**config.mk**
```make
export PLATFORM = sky130hd
export DESIGN_NAME = unsorted_priority_queue_core_flat
export DESIGN_NICKNAME = d
export VERILOG_FILES = /design/src/hdl/upq_pkg.sv /design/src/hdl/upq_if.sv /design/src/hdl/upq_ram.sv /design/src/hdl/upq_ctrl.sv /design/src/hdl/unsorted_priority_queue_core.sv /design/src/flat_wrapper.sv
export SDC_FILE = /design/constraint.sdc
export NUM_CORES = 2
export LEC_CHECK = 0
export BUFFER_PORTS_ARGS = -buffer_cell sky130_fd_sc_hd__buf_2
export CELL_PAD_IN_SITES_DETAIL_PLACEMENT = 1
export CELL_PAD_IN_SITES_GLOBAL_PLACEMENT = 1
export CORE_MARGIN = 2
export CORE_UTILIZATION = 55
export DETAILED_ROUTE_END_ITERATION = 8
export PLACE_DENSITY_LB_ADDON = 0.3
export SLEW_MARGIN = 20
export SYNTH_ARGS = -nofsm -noshare
export SYNTH_HDL_FRONTEND = slang
export SYNTH_SLANG_ARGS = --single-unit
```
**constraint.sdc**
```tcl
create_clock -name clk -period 7.4 [get_ports clk]
set_input_delay 1.11 -clock clk [delete_from_list [all_inputs] [get_ports clk]]
set_output_delay 1.11 -clock clk [all_outputs]
set_load 0.01 [all_outputs]
```
**src/hdl/upq_pkg.sv**
```systemverilog
// Shared types, widths and codes for the unsorted priority queue.
// Used by the channel interfaces, the controller and the top level.
package upq_pkg;

  // Store geometry
  localparam int CAPACITY = 64;
  localparam int IDX_W    = $clog2(CAPACITY);
  localparam int CNT_W    = $clog2(CAPACITY + 1);

  // Field widths
  localparam int DATA_W        = 32;
  localparam int PRIO_W        = 32;
  localparam int STATUS_W      = 2;
  localparam int ENTRY_COUNT_W = 7;
  localparam int WORD_W        = DATA_W + PRIO_W;

  // Function codes
  localparam logic FUNC_INSERT  = 1'b0;
  localparam logic FUNC_EXTRACT = 1'b1;

  // Status codes
  localparam logic [STATUS_W-1:0] ST_OK    = 2'd0;
  localparam logic [STATUS_W-1:0] ST_EMPTY = 2'd1;
  localparam logic [STATUS_W-1:0] ST_FULL  = 2'd2;

  // Data returned by extract on an empty queue
  localparam logic signed [DATA_W-1:0] EMPTY_DATA = '1;

  typedef logic signed [DATA_W-1:0] data_t;
  typedef logic signed [PRIO_W-1:0] prio_t;

  // Request to the entry store: one write and one read port
  typedef struct packed {
    logic              we;
    logic [IDX_W-1:0]  waddr;
    logic [WORD_W-1:0] wdata;
    logic [IDX_W-1:0]  raddr;
  } ram_req_t;

  // Result of one item
  typedef struct packed {
    data_t                      out_data;
    logic [STATUS_W-1:0]        status;
    logic [ENTRY_COUNT_W-1:0]   entry_count;
  } result_t;

endpackage

```
**src/hdl/upq_if.sv**
```systemverilog
// Valid/ready channel interfaces for the queue's item and result streams.
// Depends on upq_pkg for the payload types.
interface upq_in_if;
  logic          valid;
  logic          ready;
  logic          func;
  upq_pkg::data_t data;
  upq_pkg::prio_t priority_req;

  modport source (output valid, output func, output data, output priority_req,
                  input ready);
  modport sink   (input valid, input func, input data, input priority_req,
                  output ready);
endinterface

interface upq_out_if;
  logic                                   valid;
  logic                                   ready;
  upq_pkg::data_t                         out_data;
  logic [upq_pkg::STATUS_W-1:0]           status;
  logic [upq_pkg::ENTRY_COUNT_W-1:0]      entry_count;

  modport source (output valid, output out_data, output status, output entry_count,
                  input ready);
  modport sink   (input valid, input out_data, input status, input entry_count,
                  output ready);
endinterface

```
**src/hdl/upq_ram.sv**
```systemverilog
// Generic simple dual-port RAM: one write port, one read port, registered read.
// Stands alone; no package needed.
module upq_ram #(
  parameter int WIDTH = 8,
  parameter int DEPTH = 16
) (
  input  logic                     clk,
  input  logic                     we,
  input  logic [$clog2(DEPTH)-1:0] waddr,
  input  logic [WIDTH-1:0]         wdata,
  input  logic [$clog2(DEPTH)-1:0] raddr,
  output logic [WIDTH-1:0]         rdata
);

  logic [WIDTH-1:0] mem [DEPTH];

  // Write and registered read
  always_ff @(posedge clk) begin
    if (we) begin
      mem[waddr] <= wdata;
    end
    rdata <= mem[raddr];
  end

endmodule

```
**src/hdl/upq_ctrl.sv**
```systemverilog
// Sequencer of the queue: insert, scan for the best entry, compact the store.
// Depends on upq_pkg; drives the entry store through a ram_req_t bundle.
module upq_ctrl (
  input  logic                          clk,
  input  logic                          rst_n,
  // item side
  input  logic                          in_valid,
  output logic                          in_ready,
  input  logic                          in_func,
  input  upq_pkg::data_t                in_data,
  input  upq_pkg::prio_t                in_prio,
  // result side
  output logic                          res_valid,
  input  logic                          res_ready,
  output upq_pkg::result_t              res,
  // entry store
  output upq_pkg::ram_req_t             ram_req,
  input  logic [upq_pkg::WORD_W-1:0]    ram_rdata
);

  localparam int IDX_W = upq_pkg::IDX_W;
  localparam int CNT_W = upq_pkg::CNT_W;

  localparam logic [1:0] S_IDLE  = 2'd0;
  localparam logic [1:0] S_SCAN  = 2'd1;
  localparam logic [1:0] S_SHIFT = 2'd2;
  localparam logic [1:0] S_DONE  = 2'd3;

  logic [1:0]                    state_r, state_nxt;
  logic [CNT_W-1:0]              count_r, count_nxt;
  logic [CNT_W-1:0]              ptr_r, ptr_nxt;
  logic                          issuing_r, issuing_nxt;
  logic                          rvalid_r, rvalid_nxt;
  logic [IDX_W-1:0]              rq_addr_r, rq_addr_nxt;
  logic                          best_valid_r, best_valid_nxt;
  logic [IDX_W-1:0]              best_idx_r, best_idx_nxt;
  upq_pkg::prio_t                best_prio_r, best_prio_nxt;
  upq_pkg::data_t                best_data_r, best_data_nxt;
  upq_pkg::data_t                res_data_r, res_data_nxt;
  logic [upq_pkg::STATUS_W-1:0]  res_status_r, res_status_nxt;

  upq_pkg::prio_t                rd_prio;
  upq_pkg::data_t                rd_data;
  logic                          cand_better;
  logic [CNT_W-1:0]              shift_start;

  assign rd_prio = ram_rdata[upq_pkg::WORD_W-1:upq_pkg::DATA_W];
  assign rd_data = ram_rdata[upq_pkg::DATA_W-1:0];

  // Strict greater-than keeps the newest entry among equal priorities
  assign cand_better = !best_valid_r || (rd_prio > best_prio_r);
  assign shift_start = CNT_W'(cand_better ? rq_addr_r : best_idx_r) + CNT_W'(1);

  assign in_ready  = (state_r == S_IDLE);
  assign res_valid = (state_r == S_DONE);
  assign res.out_data    = res_data_r;
  assign res.status      = res_status_r;
  assign res.entry_count = upq_pkg::ENTRY_COUNT_W'(count_r);

  // Next-state and datapath control
  always_comb begin
    state_nxt      = state_r;
    count_nxt      = count_r;
    ptr_nxt        = ptr_r;
    issuing_nxt    = issuing_r;
    rvalid_nxt     = 1'b0;
    rq_addr_nxt    = rq_addr_r;
    best_valid_nxt = best_valid_r;
    best_idx_nxt   = best_idx_r;
    best_prio_nxt  = best_prio_r;
    best_data_nxt  = best_data_r;
    res_data_nxt   = res_data_r;
    res_status_nxt = res_status_r;

    ram_req.we    = 1'b0;
    ram_req.waddr = count_r[IDX_W-1:0];
    ram_req.wdata = {in_prio, in_data};
    ram_req.raddr = ptr_r[IDX_W-1:0];

    unique case (state_r)
      S_IDLE: begin
        if (in_valid) begin
          state_nxt = S_DONE;
          if (in_func == upq_pkg::FUNC_INSERT) begin
            res_data_nxt = '0;
            if (count_r >= CNT_W'(upq_pkg::CAPACITY)) begin
              res_status_nxt = upq_pkg::ST_FULL;
            end else begin
              // append as the newest entry
              ram_req.we     = 1'b1;
              count_nxt      = count_r + CNT_W'(1);
              res_status_nxt = upq_pkg::ST_OK;
            end
          end else if (count_r == '0) begin
            res_data_nxt   = upq_pkg::EMPTY_DATA;
            res_status_nxt = upq_pkg::ST_EMPTY;
          end else begin
            // start scan at the newest entry
            state_nxt      = S_SCAN;
            ptr_nxt        = count_r - CNT_W'(1);
            issuing_nxt    = 1'b1;
            best_valid_nxt = 1'b0;
          end
        end
      end

      S_SCAN: begin
        // issue reads from newest down to oldest
        if (issuing_r) begin
          rvalid_nxt  = 1'b1;
          rq_addr_nxt = ptr_r[IDX_W-1:0];
          if (ptr_r == '0) begin
            issuing_nxt = 1'b0;
          end else begin
            ptr_nxt = ptr_r - CNT_W'(1);
          end
        end
        // compare returned entry against the best so far
        if (rvalid_r) begin
          best_valid_nxt = 1'b1;
          if (cand_better) begin
            best_idx_nxt  = rq_addr_r;
            best_prio_nxt = rd_prio;
            best_data_nxt = rd_data;
          end
          if (rq_addr_r == '0) begin
            // scan complete: close the gap behind the best entry
            state_nxt   = S_SHIFT;
            ptr_nxt     = shift_start;
            issuing_nxt = (shift_start < count_r);
          end
        end
      end

      S_SHIFT: begin
        // read each younger entry and write it one place down
        if (issuing_r) begin
          rvalid_nxt  = 1'b1;
          rq_addr_nxt = ptr_r[IDX_W-1:0];
          ptr_nxt     = ptr_r + CNT_W'(1);
          issuing_nxt = ((ptr_r + CNT_W'(1)) < count_r);
        end
        if (rvalid_r) begin
          ram_req.we    = 1'b1;
          ram_req.waddr = rq_addr_r - IDX_W'(1);
          ram_req.wdata = ram_rdata;
        end
        if (!issuing_r && !rvalid_r) begin
          count_nxt      = count_r - CNT_W'(1);
          res_data_nxt   = best_data_r;
          res_status_nxt = upq_pkg::ST_OK;
          state_nxt      = S_DONE;
        end
      end

      S_DONE: begin
        // hold result until the output stage takes it
        if (res_ready) begin
          state_nxt = S_IDLE;
        end
      end

      default: begin
        state_nxt = S_IDLE;
      end
    endcase
  end

  // Control registers
  always_ff @(posedge clk) begin
    if (!rst_n) begin
      state_r   <= S_IDLE;
      count_r   <= '0;
      issuing_r <= 1'b0;
      rvalid_r  <= 1'b0;
    end else begin
      state_r   <= state_nxt;
      count_r   <= count_nxt;
      issuing_r <= issuing_nxt;
      rvalid_r  <= rvalid_nxt;
    end
  end

  // Payload registers
  always_ff @(posedge clk) begin
    ptr_r        <= ptr_nxt;
    rq_addr_r    <= rq_addr_nxt;
    best_valid_r <= best_valid_nxt;
    best_idx_r   <= best_idx_nxt;
    best_prio_r  <= best_prio_nxt;
    best_data_r  <= best_data_nxt;
    res_data_r   <= res_data_nxt;
    res_status_r <= res_status_nxt;
  end

endmodule

```
**src/hdl/unsorted_priority_queue_core.sv**
```systemverilog
// Bounded priority queue held as an unsorted list in insertion order. One item
// is worked on at a time and in_ch.ready is high only while the sequencer is
// idle. The time an extract takes is set by the single read port of the
// entry store, which serves first the newest-to-oldest scan and then the
// compaction of younger entries. A result sits in an output register, so the
// next item is taken while that result still waits for its transfer. The store
// needs no clearing after reset.
//
// Depends on upq_pkg, upq_if, upq_ram and upq_ctrl.
module unsorted_priority_queue_core (
  input  logic     clk,
  input  logic     rst_n,
  upq_in_if.sink   in_ch,
  upq_out_if.source out_ch
);

  upq_pkg::ram_req_t               ram_req;
  logic [upq_pkg::WORD_W-1:0]      ram_rdata;
  logic                            res_valid;
  logic                            res_ready;
  upq_pkg::result_t                res;

  logic                            out_valid_r;
  upq_pkg::result_t                out_res_r;

  // Sequencer
  upq_ctrl u_ctrl (
    .clk       (clk),
    .rst_n     (rst_n),
    .in_valid  (in_ch.valid),
    .in_ready  (in_ch.ready),
    .in_func   (in_ch.func),
    .in_data   (in_ch.data),
    .in_prio   (in_ch.priority_req),
    .res_valid (res_valid),
    .res_ready (res_ready),
    .res       (res),
    .ram_req   (ram_req),
    .ram_rdata (ram_rdata)
  );

  // Entry store: {priority, data} per entry
  upq_ram #(
    .WIDTH (upq_pkg::WORD_W),
    .DEPTH (upq_pkg::CAPACITY)
  ) u_store (
    .clk   (clk),
    .we    (ram_req.we),
    .waddr (ram_req.waddr),
    .wdata (ram_req.wdata),
    .raddr (ram_req.raddr),
    .rdata (ram_rdata)
  );

  // Output register: load when empty or being drained
  assign res_ready = !out_valid_r || out_ch.ready;

  always_ff @(posedge clk) begin
    if (!rst_n) begin
      out_valid_r <= 1'b0;
    end else if (res_ready) begin
      out_valid_r <= res_valid;
    end
  end

  always_ff @(posedge clk) begin
    if (res_ready && res_valid) begin
      out_res_r <= res;
    end
  end

  assign out_ch.valid       = out_valid_r;
  assign out_ch.out_data    = out_res_r.out_data;
  assign out_ch.status      = out_res_r.status;
  assign out_ch.entry_count = out_res_r.entry_count;

endmodule

```
**src/flat_wrapper.sv**
```systemverilog
// flat-port wrapper written by rule: the top's interface ports become plain ports
module unsorted_priority_queue_core_flat 
  (clk, rst_n, in_ch_valid, in_ch_func, in_ch_data, in_ch_priority_req, in_ch_ready, out_ch_valid, out_ch_out_data, out_ch_status, out_ch_entry_count, out_ch_ready);
  upq_in_if in_ch_i ();
  upq_out_if out_ch_i ();
  input  logic clk;
  input  logic rst_n;
  input wire logic [$bits(in_ch_i.valid)-1:0] in_ch_valid;
  input wire logic [$bits(in_ch_i.func)-1:0] in_ch_func;
  input wire logic [$bits(in_ch_i.data)-1:0] in_ch_data;
  input wire logic [$bits(in_ch_i.priority_req)-1:0] in_ch_priority_req;
  output wire logic [$bits(in_ch_i.ready)-1:0] in_ch_ready;
  output wire logic [$bits(out_ch_i.valid)-1:0] out_ch_valid;
  output wire logic [$bits(out_ch_i.out_data)-1:0] out_ch_out_data;
  output wire logic [$bits(out_ch_i.status)-1:0] out_ch_status;
  output wire logic [$bits(out_ch_i.entry_count)-1:0] out_ch_entry_count;
  input wire logic [$bits(out_ch_i.ready)-1:0] out_ch_ready;
  assign in_ch_i.valid = in_ch_valid;
  assign in_ch_i.func = in_ch_func;
  assign in_ch_i.data = in_ch_data;
  assign in_ch_i.priority_req = in_ch_priority_req;
  assign in_ch_ready = in_ch_i.ready;
  assign out_ch_valid = out_ch_i.valid;
  assign out_ch_out_data = out_ch_i.out_data;
  assign out_ch_status = out_ch_i.status;
  assign out_ch_entry_count = out_ch_i.entry_count;
  assign out_ch_i.ready = out_ch_ready;
  unsorted_priority_queue_core u_core (.clk(clk), .rst_n(rst_n), .in_ch(in_ch_i), .out_ch(out_ch_i));
endmodule
```
==> impl_metrics.ini <==
[detailed_routing]
firstDrtPassIters = 5
drt-vias-per-instance = 6.994
num_vias = 79050
drc = 0
drtIter0Drc = 13000
post_drt_wl_per_cell_microns = 41.52
drt_wl_total_mm = 469.3
ant_nets = 0

[setup_path]
critical_path_class = flip-flop to flip-flop
worstPathArrival_ns = 6.65
cp_num_buf_inv = 1
max_stage_delay_ns = 0.71
cp.required_ns = 8.24
crit_path_cell_trace = inv_1 -> ha_1 -> nand4_1 -> or4_1 -> nor3_1 -> nor4_1 -> or3_1 -> o21ai_0 -> ha_1 -> nand3_1 -> xnor2_1 -> nor2_1 -> a21oi_1 -> ha_1 -> a21o_1 -> a21o_1 -> a2111oi_0 -> nand2_1 -> o211ai_1
end_kind = flip-flop
cp_top_family = simple AND/OR/NAND/NOR gates
crit_top_cell = ha_1
slowest_stage = or4_1
startpoint_type = flip-flop
crit_fanout = 10

[floorplan]
dieWidth_microns = 551.3
fp.dieH_microns = 551.3
start_util_pct = 55.36
ioPinCount = 112
dieArea_sq_um = 303900
fp-row-count = 200
coreArea_sq_um = 297500

[global_routing]
grt_pass1_vias = 81470
antenna_found_initial = 32
grt_pass1_wl_mm = 651.3
grtUsageTotal_pct = 31.23
grt_max_degree = 141
grt_overflow_total = 0

[sta]
fmax_ghz = 0.1722
fin_hold_ws_ns = 0.3758
setup_tns_ns = 0
fin_crit_sh_pct = 78.49
rsz0062_at_grt = no
finalCriticalPeriod_ns = 5.808
slew_violations = 0
clock_skew_ns = 0.1097
hold_viol = 0
worstMarginPinSlew_ns = 1.208
setup_viol_count_final = 0
slew_headroom_pct = 19.46

[clocking]
cts_setup_buffers = 0
cts_buffers = 425
clk_path_buf_depth = 4
clk_pin_slew_ns = 0.06
h-tree-depth = 5
insertion_delay_ns = 1.03
cts_root_buffer = clkbuf_16
ctsResizeCount = 0
hold_buffers = 0
cts.sinks = 4331
cts_tree = yes

[cells_and_area]
finalNetCount = 7110
fill_cells = 22980
regArea_sq_um = 129300
layout-drive-gt1-share_pct = 32.66
multi_input_area_sq_um = 34630
area_growth_pct = 12.88

[synthesis]
avgSynthCellArea_sq_um = 24.95
postSynthCellCount = 6603
synth_edf_count = 4255
synthArstFlopShare_pct = 0
syn_area_sq_um = 164700
synth_fp_nets = 6727
ys_seq_elements = 4331
synthFlopType = edfxtp_1
ys_warn_count = 0
yosysUniqueCellTypes = 60
synth_seq_area_share_pct = 78.49

[placement]
dpl.hpwl_mm = 241.4
port_buffers = 111
gp_congestion = 0.7989

[power]
p_leak_nw = 58.06
p_per_area_nw_per_um2 = 368.9
peakVddDrop_v = 0.0003500
clock_power_share_pct = 32.0
switching_share_pct = 28.47
switchingPower_mw = 19.53
p_seq_share_pct = 41.4
p_comb_share_pct = 26.6
power.internal_mw = 49.07

[min_path]
min_path_type = flip-flop to flip-flop

[job]
drv_cap = 0

[run_status]
status = complete, no violations
## per-stage QoR
step                total power [mW]  util [%]  area, sq um  cells  worst slack, ns
floorplan                      41.36         -       164700   6603            1.831
global placement               46.62     57.61       171400  10490            1.937
detailed placement             47.02     57.64       171500  10500            1.638
CTS                            68.82     62.40       185700  11290            1.532
global route                   70.44     62.49       185900  11300            1.333
finish                         68.60     62.49       185900  11300            1.592
## area by class of cell
type                    instances  area share, %
clock inverters               250          1.460
diodes                         10        0.01346
clock buffers                 545          6.163
inverters                      51         0.1030
repair buffers                287          1.450
multi-input cells            1890          18.62
well taps                    3939          2.651
flip-flops and latches       4331          69.54
## power by group through the flow
stage	Combinational, mW	Sequential (mW)	Clock, mW
floorplan	12.7	28.7	0
global placement	17.7	28.9	0
detailed placement	18.1	28.9	0
CTS	18.3	28.4	22.1
global route	19.1	28.4	22.9
finish	18.2	28.4	21.9
## cell usage after synthesis (2+ instances only)
master | n | area, sq um
or3_1 | 4 | 25.02
buf_2 | 82 | 410.4
a211oi_1 | 2 | 15.01
nand4_1 | 7 | 43.79
mux2_2 | 63 | 709.4
clkbuf_1 | 231 | 867.1
a32oi_1 | 2 | 17.52
and2_1 | 9 | 56.30
mux2i_1 | 5 | 50.05
or4_1 | 5 | 37.54
xnor2_1 | 15 | 131.4
nor2_1 | 92 | 345.3
a211o_1 | 2 | 17.52
nand2b_1 | 2 | 12.51
nor4_1 | 5 | 31.28
inv_1 | 51 | 191.4
o21ai_0 | 27 | 135.1
a31oi_1 | 4 | 25.02
edfxtp_1 | 4255 | 127800
o211a_1 | 2 | 20.02
o21bai_1 | 2 | 15.01
dfxtp_1 | 76 | 1521
ha_1 | 55 | 688.2
o21a_1 | 4 | 30.03
a21oi_1 | 28 | 140.1
nor3_1 | 13 | 65.06
and3_1 | 3 | 18.77
a21o_1 | 5 | 37.54
nor2b_1 | 8 | 50.05
or2_2 | 2 | 12.51
nand3_1 | 18 | 90.09
buf_1 | 16 | 60.06
xor2_1 | 11 | 96.34
mux4_2 | 1344 | 30270
a21boi_0 | 3 | 22.52
nand2_1 | 126 | 473.0
## per-layer routing
layer | share of wire, % | wire, microns | GRT usage, % | up-vias
met3 | 11 | 52360 | 6.715 | 940
met1 | 36 | 168700 | 43.12 | 42870
li1 | - | - | - | 29410
met2 | 49 | 228200 | 49.55 | 5817
met4 | 4.2 | 19860 | 12.11 | 22
met5 | 0.030 | 141 | 0 | -
## worst register-to-register path: cells and delay by family, from the launching register on
kind                       cells  cell delay, ns
xor gates and xnor gates       1            0.22
buffers and inverters          1            0.05
DFF                            1            0.34
AOI/OAI and AO/OA              6            1.58
and+or+nand+nor                8            2.56
adders and majority gates      3            0.97
## final timing paths
| check | endpoint | cells after the start | startpoint | slack, ns |
|---|---|---|---|---|
| max reg2reg | u_core.u_ctrl.issuing_r | 19 | u_core.u_ctrl.best_prio_r[31] | 1.59 |
| min | u_core.out_ch.out_data[25] | 0 | u_core.u_ctrl.res_data_r[25] | 0.38 |
| min reg2reg | u_core.out_ch.out_data[25] | 0 | u_core.u_ctrl.res_data_r[25] | 0.38 |
| max | u_core.u_ctrl.issuing_r | 19 | u_core.u_ctrl.best_prio_r[31] | 1.59 |
## layout by cell type, fill, tap and decap left out, drive strengths merged, types with 29 or more instances in the layout
cell	instances
ha	55
inv	64
edfxtp	4255
a21oi	29
mux4	1344
bufinv	41
mux2	64
clkbuf	545
nor2	92
nand2	126
clkinv	180
buf	287
dfxtp	76
## logic make-up (layout without fill, tap and decap cells)
| logic type | after synthesis | after routing | share of synthesized area, % |
|---|---|---|---|
| AO/OA/AOI/OAI | 97 | 97 | 0.3745 |
| XOR/XNOR | 26 | 26 | 0.1382 |
| adder cells (fa/ha/maj) | 55 | 55 | 0.4178 |
| buffers and inverters | 382 | 1133 | 0.9396 |
| flip-flops | 4331 | 4331 | 78.49 |
| multiplexers | 1413 | 1413 | 18.85 |
| other | 0 | 10 | 0 |
| AND/OR/NAND/NOR | 299 | 299 | 0.7922 |
## sequential cells by signal, summed over array words and instances (netlist names), 2 cells and up
signal	flops
u_core.u_ctrl.count_r	7
u_core.u_ctrl.ptr_r	7
u_core.u_store.rdata	64
u_core.u_ctrl.res_data_r	32
u_core.out_ch.out_data	32
u_core.u_store.mem	4096
u_core.u_ctrl.state_r	2
u_core.u_ctrl.rq_addr_r	6
u_core.u_ctrl.res_status_r	2
u_core.u_ctrl.best_data_r	32
u_core.out_ch.entry_count	7
u_core.out_ch.status	2
u_core.u_ctrl.best_idx_r	6
u_core.u_ctrl.best_prio_r	32
(Power assumes the default switching activity.)
